`src/sv/feb_pkg.sv`:
```
// Shared types and request codes for the FIFO-evicting blocklist.
`timescale 1ns / 1ps
package feb_pkg;

   localparam logic [1:0] REQ_LOOKUP = 2'd0;
   localparam logic [1:0] REQ_REPORT = 2'd1;
   localparam logic [1:0] REQ_CLEAR  = 2'd2;

   localparam logic [15:0] COUNT_MAX = 16'hFFFF;

   typedef struct packed {
      logic [1:0]  req_type;
      logic [31:0] item_id;
   } feb_req_type;

   typedef struct packed {
      logic        was_listed;
      logic [15:0] fail_count;
      logic [6:0]  entry_count;
      logic        evicted;
      logic [31:0] evicted_id;
   } feb_rsp_type;

   // One table entry as it moves down the chain.
   typedef struct packed {
      logic        valid;
      logic [31:0] id;
      logic [15:0] count;
   } feb_entry_type;

   // Per-cycle commands broadcast to every cell.
   typedef struct packed {
      logic capture;   // register the compare result for the new request
      logic shift;     // take the neighbor's entry (insert at head)
      logic bump;      // saturating increment of the matching entry
      logic clear;     // drop every entry
   } feb_ctl_type;

endpackage

```
`src/sv/feb_cell.sv`:
```
// One blocklist slot: holds an entry, compares it, and shifts it to the next cell.
`timescale 1ns / 1ps
module feb_cell import feb_pkg::*; (
   input  logic          clock,
   input  logic          reset,
   input  feb_ctl_type   ctl,
   input  logic [31:0]   cmp_id,
   input  feb_entry_type prev_entry,
   output feb_entry_type entry,
   output logic          hit
);

   logic          valid_ff, valid_in;
   logic [31:0]   id_ff, id_in;
   logic [15:0]   count_ff, count_in;
   logic          hit_ff, hit_in;

   always_comb begin
      valid_in = valid_ff;
      id_in    = id_ff;
      count_in = count_ff;
      hit_in   = hit_ff;
      if (ctl.capture) begin
         hit_in = valid_ff && (id_ff == cmp_id);
      end
      priority if (ctl.clear) begin
         valid_in = 1'b0;
      end else if (ctl.shift) begin
         valid_in = prev_entry.valid;
         id_in    = prev_entry.id;
         count_in = prev_entry.count;
      end else if (ctl.bump && hit_ff && count_ff != COUNT_MAX) begin
         count_in = count_ff + 16'd1;
      end
   end

   always_ff @(posedge clock) begin
      if (reset) begin
         valid_ff <= 1'b0;
         hit_ff   <= 1'b0;
      end else begin
         valid_ff <= valid_in;
         hit_ff   <= hit_in;
      end
      id_ff    <= id_in;
      count_ff <= count_in;
   end

   assign entry = '{valid: valid_ff, id: id_ff, count: count_ff};
   assign hit   = hit_ff;

endmodule

```
`config.mk`:
```
export PLATFORM = sky130hd
export DESIGN_NAME = feb_cell
export DESIGN_NICKNAME = d
export VERILOG_FILES = /design/src/sv/feb_pkg.sv /design/src/sv/feb_cell.sv
export SDC_FILE = /design/constraint.sdc
export NUM_CORES = 1
export LEC_CHECK = 0
export ABC_AREA = 1
export BUFFER_PORTS_ARGS = -buffer_cell sky130_fd_sc_hd__buf_2
export CORE_MARGIN = 5
export CORE_UTILIZATION = 35
export CTS_BUF_LIST = sky130_fd_sc_hd__clkbuf_4
export CTS_CLUSTER_SIZE = 40
export DETAILED_ROUTE_END_ITERATION = 7
export GPL_ROUTABILITY_DRIVEN = 0
export GPL_TIMING_DRIVEN = 0
export PLACE_DENSITY = 0.73
export RECOVER_POWER = 100
export SYNTH_ARGS = -nofsm -noshare
export SYNTH_HDL_FRONTEND = slang
export SYNTH_SLANG_ARGS = --single-unit
```
`constraint.sdc`:
```
create_clock -name clock -period 4.23 [get_ports clock]
set_clock_uncertainty 0.05 [all_clocks]
set_input_delay 0.2115 -clock clock [delete_from_list [all_inputs] [get_ports clock]]
set_output_delay 0.2115 -clock clock [all_outputs]
set_load 0.02 [all_outputs]
```
## Yosys cells after proc, flatten, opt, wreduce, memory -nomap -nowiden

Cells that the tools add are included.

| word-level totals | value |
|---|---|
| bits in registers | 50 |
| logic and storage cells | 17 |
| output and inout port bits | 50 |

| operators by class | value |
|---|---|
| equal/unequal tests | 2 |
| bitwise operators | 1 |
| muxes and demuxes | 2 |
| reductions and logical operators | 7 |
| add/subtract/negate cells | 1 |

Operators by type and width:

| operator | number |
|---|---|
| $eq A32 B32 Y1 | 1 |
| $mux W16 | 2 |
| $add A16 B1 Y16 const B | 1 |
| $ne A16 B16 Y1 const B | 1 |
| $reduce_and A2 Y1 | 2 |
| $logic_and A1 B1 Y1 | 3 |
| $reduce_bool A2 Y1 | 1 |
| $reduce_or A2 Y1 | 1 |
| $not A1 Y1 | 1 |

## Longest topological paths before layout

Gate-level depths: netlist (run 1).

| logic depth | value |
|---|---|
| depth in word-level cells | 4 |
| mapped depth | 10 |

## Least setup slack after synthesis (run 1)

OpenSTA, ideal clock, no wires.

| timing path | value |
|---|---|
| path type | flip-flop to flip-flop |
| start point | reg count_ff[0] |
| end point | reg count_ff[0] (enable) |
| arrival | 2.014 ns |
| buffers on the path | 0 |
| slack | 1.772 ns |
| cell stages (with the launch flop) | 9 |
| required time | 3.786 ns |
| cells stage by stage | edfxtp_1 ha_1 nand2_1 nor2_2 nand3_2 nor2_4 nand4_1 nand3_1 a21oi_1 |

| on the way | value |
|---|---|
| longest elaborated chain between the ends | 4 |

Ends and longest elaborated chain:

| item | RTL line | source |
|---|---|---|
| start: declaration | feb_cell.sv:15 | `logic [15:0] count_ff, count_in;` |
| start signal: assignment | feb_cell.sv:46 | `count_ff <= count_in;` |
| $ne A16 B16 Y1 | feb_cell.sv:32 | `end else if (ctl.bump && hit_ff && count_ff != COUNT_MAX) begin` |
| $logic_and A1 B1 Y1 | feb_cell.sv:32 |  |
| $reduce_bool A2 Y1 (no line) | -- |  |
| $reduce_and A2 Y1 (no line) | -- |  |

Every way passes these cells.
A chain may end at the register's enable or synchronous reset.

## Final worst setup path (run 1)

| timing path | value |
|---|---|
| start point | in ctl[2] (netlist name) |
| end point | reg id_ff[3] (enable) |

| on the way | value |
|---|---|
| longest elaborated chain between the ends | 1 |

Ends and longest elaborated chain:

| item | RTL line | source |
|---|---|---|
| start: declaration | feb_cell.sv:6 | `input feb_ctl_type ctl,` |
| $reduce_and A2 Y1 (no line) | -- |  |
| end signal: assignment | feb_cell.sv:45 | `id_ff <= id_in;` |
| end: declaration | feb_cell.sv:14 | `logic [31:0] id_ff, id_in;` |

Every way passes these cells.

==> results of run 1 <==
==> Yosys cell counts <==
| cell type | n |
|---|---|
| nor3_4 | 1 |
| nand2_2 | 2 |
| clkbuf_1 | 2 |
| inv_1 | 47 |
| dfxtp_1 | 2 |
| ha_1 | 1 |
| buf_4 | 2 |
| nor3_1 | 3 |
| a31oi_1 | 2 |
| o31ai_1 | 1 |
| a21oi_1 | 7 |
| edfxtp_1 | 48 |
| nor2_4 | 2 |
| o21ai_1 | 1 |
| xor2_1 | 6 |
| nand2_1 | 88 |
| o22ai_1 | 1 |
| xnor2_1 | 12 |
| nor2_2 | 2 |
| nor2_1 | 28 |
| o21ai_0 | 8 |
| nand3_1 | 7 |
| nand3_2 | 4 |
| nor4_1 | 1 |
| nand4_1 | 8 |
==> path summary, 6_finish.rpt <==
check / slack [ps] / depth (start not counted) / endpoint / start
max: 1290 / 4 / id_ff[3]$_DFFE_PP_ / ctl[2]
min: -10 / 2 / valid_ff$_SDFFE_PP0P_ / ctl[0]
max reg2reg: 1350 / 8 / count_ff[4]$_DFFE_PP_ / count_ff[0]$_DFFE_PP_
min reg2reg: 460 / 2 / hit$_SDFFE_PP0P_ / hit$_SDFFE_PP0P_
==> power by group through the flow <==
stage | sequential, W | combinational [W] | clock [W]
6_report | 0.000603 | 0.000206 | 0.000273
4_1_cts | 0.000601 | 0.000217 | 0.000287
5_1_grt | 0.000607 | 0.000228 | 0.000308
2_1_floorplan | 0.000646 | 0.0000699 | 0
3_5_place_dp | 0.000613 | 0.000192 | 0
3_3_place_gp | 0.000612 | 0.000187 | 0
==> flip-flops by register name, indices dropped and copies added, names as in the netlist <==
signal	cells
count_ff	16
id_ff	32
valid_ff	1
hit	1
==> timing repair <==
item	in CTS	in global routing
hold buffers	33	0
endpoints found under the setup margin	0	0
endpoints found under the hold margin	34	0
==> layout make-up <==
class                           instances  area [um^2]
Sequential cell                        50         1480
Clock buffer                            5         37.5
Fill cell                             720         3540
Buffer                                  4         18.8
Clock inverter                          3         40.0
Inverter                               47          176
Multi-Input combinational cell        185          892
Timing Repair Buffer                  169          946
Tap cell                               99          124
==> layer usage <==
layer	global-route usage, %	wire length [um]
met4	4.62	102
met1	16.8	2890
met5	0	0
met2	30.0	3710
met3	4.22	705
==> per-stage QoR <==
stage	std cells	instance area, um^2	total power, W
after floorplan	286	2600	0.000716
after global placement	521	3410	0.000799
after detailed placement	521	3420	0.000805
after CTS	562	3830	0.00111
after global routing	562	3720	0.00114
final	562	3720	0.00108
==> cells by family (layout without fill, tap and decap cells) <==
family	Yosys count	count (layout)	share of synthesized area [%]
simple gates	146	146	24.8
buf+inv	51	228	7.64
flops	50	50	56.9
compound gates	20	20	4.09
xor+xnor	18	18	6.06
fa+ha+maj	1	1	0.481
==> critical path, stage by stage <==
cell      delay (ps)
clkbuf_1         210
inv_1            150
clkbuf_1         270
nor2_1          1950
==> impl_metrics.toml, run 1 <==
[finish]
utilization_pct = 51.2
syn2layout_area_growth_pct = 42.8
diodes = 0
drive_above_1_share_pct = 21.2
final_cell_mix = "88 x nand2_1, 84 x buf_2, 55 x clkbuf_1, 48 x edfxtp_1, 47 x inv_1"
nNetsFinal = 550
final_common_cell = "nand2_1"

[timing]
max_freq_mhz = 340
drv_slew = 50
min_period_ps = 2940
worst_slew_pin_slew_ps = 2590
final.setup.worst_slack_ps = 1290
fin_setup_tns_ps = 0
maxSlewHeadroom_pct = -73.1
period_share_pct = 69.4
hold_viol_final = 1
holdWs_ps = -14.0
rsz0062_at_grt = "no"
setup_violations = 0

[routing]
ant_nets = 0
routed_wl_um = 7410
num_vias = 2522
first_pass_iters = 4
viasPerCell = 4.49
drcViolationCount = 0
drt_iter0_drc = 56
wl_per_cell_um = 13.2

[worst_setup_path]
crit_type = "in2reg"
cp-end-kind = "flip-flop"
worstPathRequired_ps = 4120
arrival_ps = 2830
path_max_fanout = 32
startpoint_type = "input port"

[clock_tree]
ctsResizeCount = 0
clock_latency_ps = 360
cts_max_level = 2
cts_sinks = 50
cts_max_path_buffers = 2
clk_pin_slew_ps = 140
post-cts-setup-buffers = 0
cts-buffers-inserted = 5
root_buffer = "clkbuf_4"
tritoncts = "built"

[power_and_ir_drop]
p_per_area_nw_per_um2 = 291
comb_power_share_pct = 19.0
power_leakage_nw = 1.67
power.share.sequential_pct = 55.7
p_switching_w = 0.000290
ir_worst_vdd_uv = 118
internal-power_w = 0.000792
clkPwrFrac_pct = 25.2
netSwitchingFraction_pct = 26.8

[min_path]
min_path_type = "in2reg"

[placed_design]
portBuffers = 136
hpwl_um = 5450
place_ws_ps = 1860

[global_routing]
grtUsageTotal_pct = 15.8
grt_pass1_wl_um = 11200
grt_pass1_vias = 2519
grt_max_degree = 33
overflow = 0
antenna_found_initial = 0

[flow_run]
drv_cap = 2

[synthesis]
synth_cell_types = 25
syn_area_per_cell_um2 = 9.10
ys_seq_area_share_pct = 56.9
ys.warnings.count = 0
synth_nets = 374
post_synth_inst_count = 286
synth-seq-cells = 50
synth.area.top_cells = "edfxtp_1 55%, nand2_1 13%, inv_1 6.8%"
syn_area_um2 = 2600
synth_top_area_share_pct = 55.4
synth_top_area_cell = "edfxtp_1"

[outcome]
run_status = "finished, violations left"
failed_checks = "negative hold slack, max-capacitance violations, max-slew violations"

[floorplanning]
die-width_um = 96.2
die_area_um2 = 9260
initial_core_util_pct = 35.9
rows = 31
fp.dieH_um = 96.2
io_pins = 137
core_area_um2 = 7250
(Power assumes the default switching activity.)
==> inputs of run 2 (changes only) <==
PLACE_DENSITY = 0.75   (was 0.73)
clock period = 2.7 ns   (was 4.23 ns; I/O delays follow)
==> run 2 against run 1 <==
Compared with the run above: the run ends with max-capacitance violations, max-slew violations left; register-to-register slack worse by 1000 ps; total power up 60%; final area up 4.1%; critical path depth up 4; largest cell class unchanged; combinational power up 65%; non-clock buffer count up 14; highest routed layer unchanged; critical path type is now reg2reg; count of clock-buffer cells in the layout unchanged.
==> impl_metrics.toml, run 2 (same netlist as run 1, synthesis figures left out) <==
[timing]
setup_violations = 0
maxSlewHeadroom_pct = -3.34
drv_slew = 33
hold_viol_final = 0
worst_slew_pin_slew_ps = 1550
holdWs_ps = 28.4
max_freq_mhz = 425
rsz0062_at_grt = "no"
min_period_ps = 2350
final.setup.worst_slack_ps = 346
period_share_pct = 87.2

[outcome]
failed_checks = "max-capacitance violations, max-slew violations"
run_status = "finished, violations left"

[finish]
final_cell_mix = "88 x nand2_1, 84 x buf_2, 55 x clkbuf_1, 48 x edfxtp_1"
largest_reg_flops = 32
final_common_cell = "nand2_1"
fill_cells = 703
drive_above_1_share_pct = 21.0
regMostFlops = "id_ff"
diodes = 0
syn2layout_area_growth_pct = 48.7
reg_top3 = "id_ff (32), count_ff (16)"
nNetsFinal = 564

[floorplanning]
io_pins = 137
die_area_um2 = 9260
fp.dieH_um = 96.2
die-width_um = 96.2
core_area_um2 = 7250
initial_core_util_pct = 35.9
rows = 31

[clock_tree]
clk_pin_slew_ps = 140
ctsResizeCount = 0
cts_max_level = 2
cts-buffers-inserted = 5
cts_sinks = 50
clock_latency_ps = 370
cts_max_path_buffers = 2
root_buffer = "clkbuf_4"
tritoncts = "built"

[routing]
routed_wl_um = 7640
wl_per_cell_um = 13.3
drt_iter0_drc = 54
ant_nets = 0
num_vias = 2516
viasPerCell = 4.37
drcViolationCount = 0
first_pass_iters = 4

[flow_run]
drv_cap = 1

[power_and_ir_drop]
ir_worst_vdd_uv = 281
p_per_area_nw_per_um2 = 447
power_leakage_nw = 1.73

[worst_setup_path]
worstPathRequired_ps = 2650
startpoint_type = "flip-flop"
path_delay_family = "compound AO/OA/AOI/OAI gates"
crit_slowest_cell = "a21oi_2"
path_cells = "ha_1, nand2_1, nor2_1, nand3_1, nor2_4, nand4_1, nand3_1, a21oi_2"
cp-end-kind = "flip-flop"
cp_common_cell = "nand3_1"
cp_slowest_stage_delay_ps = 730
path_max_fanout = 16
cp_num_buf_inv = 0
r2r_setup_slack_ps = 350
arrival_ps = 2300
crit_type = "reg2reg"

[global_routing]
antenna_found_initial = 0
grtUsageTotal_pct = 16.1
grt_max_degree = 33
grt_pass1_wl_um = 11500
grt_pass1_vias = 2587
overflow = 0

[min_path]
min_path_type = "in2reg"

[placed_design]
hpwl_um = 5620
place_ws_ps = 351
portBuffers = 136
run 2: changes by cell type in the layout (fill, tap and decap cells not counted):
cell,change
nor2_1,-2
dlygate4sd3_1,+14
nand3_1,+1
nand3_2,-1
clkinvlp_4,+2
a21oi_2,+1
nor2_2,+1
a21oi_1,-1
clkinv_2,-2
nor2_4,+1
run 2: report_power, final:
part           internal [W]  total (W)  switching [W]
clock              0.000195   0.000445       0.000250
sequential         0.000906   0.000945      0.0000384
combinational      0.000154   0.000340       0.000186
total               0.00126    0.00173       0.000474
run 2: per-layer routing:
layer / track usage (%) / wire length (um) / share of wire (%) / vias to the layer above
met5: 0 / 0 / 0 / -
met1: 17.1 / 3020 / 40 / 1115
li1: - / - / - / 1297
met4: 3.67 / 65 / 0.85 / 0
met3: 3.99 / 597 / 7.8 / 6
met2: 31.6 / 3950 / 52 / 98
run 2: area by class of cell:
cell class	count	area [um^2]	area share, %
sequential	50	1480	38.3
timing repair buffer	183	1090	28.1
multi-input combinational	185	901	23.3
inverter	47	176	4.56
tap	99	124	3.20
clock inverter	3	45.0	1.16
clock buffer	5	37.5	0.970
buffer	4	18.8	0.485
run 2: final timing paths:
kind | startpoint | end | cells after the start
hold reg to reg | hit$_SDFFE_PP0P_ | hit$_SDFFE_PP0P_ | 2
hold / removal | prev_entry[7] | count_ff[7]$_DFFE_PP_ | 3
setup reg to reg | count_ff[0]$_DFFE_PP_ | count_ff[5]$_DFFE_PP_ | 8
setup / recovery | count_ff[0]$_DFFE_PP_ | count_ff[5]$_DFFE_PP_ | 8
run 2: tightest hold or removal path, stage by stage:
cell     delay, ps
buf_2           80
nand2_1         40
o21ai_0         70
run 2: through the flow:
step                utilization, %  std cells  TNS [ps]  total power [W]  area (um^2)
global placement              47.0        521    -11500          0.00125         3410
CTS                           54.8        576         0          0.00176         3970
floorplan                        -        286         0          0.00112         2600
finish                        53.4        576         0          0.00173         3870
global route                  53.4        576         0          0.00182         3870
detailed placement            47.1        521         0          0.00126         3420
run 2: timing repair:
item,in CTS,in global routing
hold buffers,47,0
buffers inserted,0,0
hold endpoints to repair,46,0
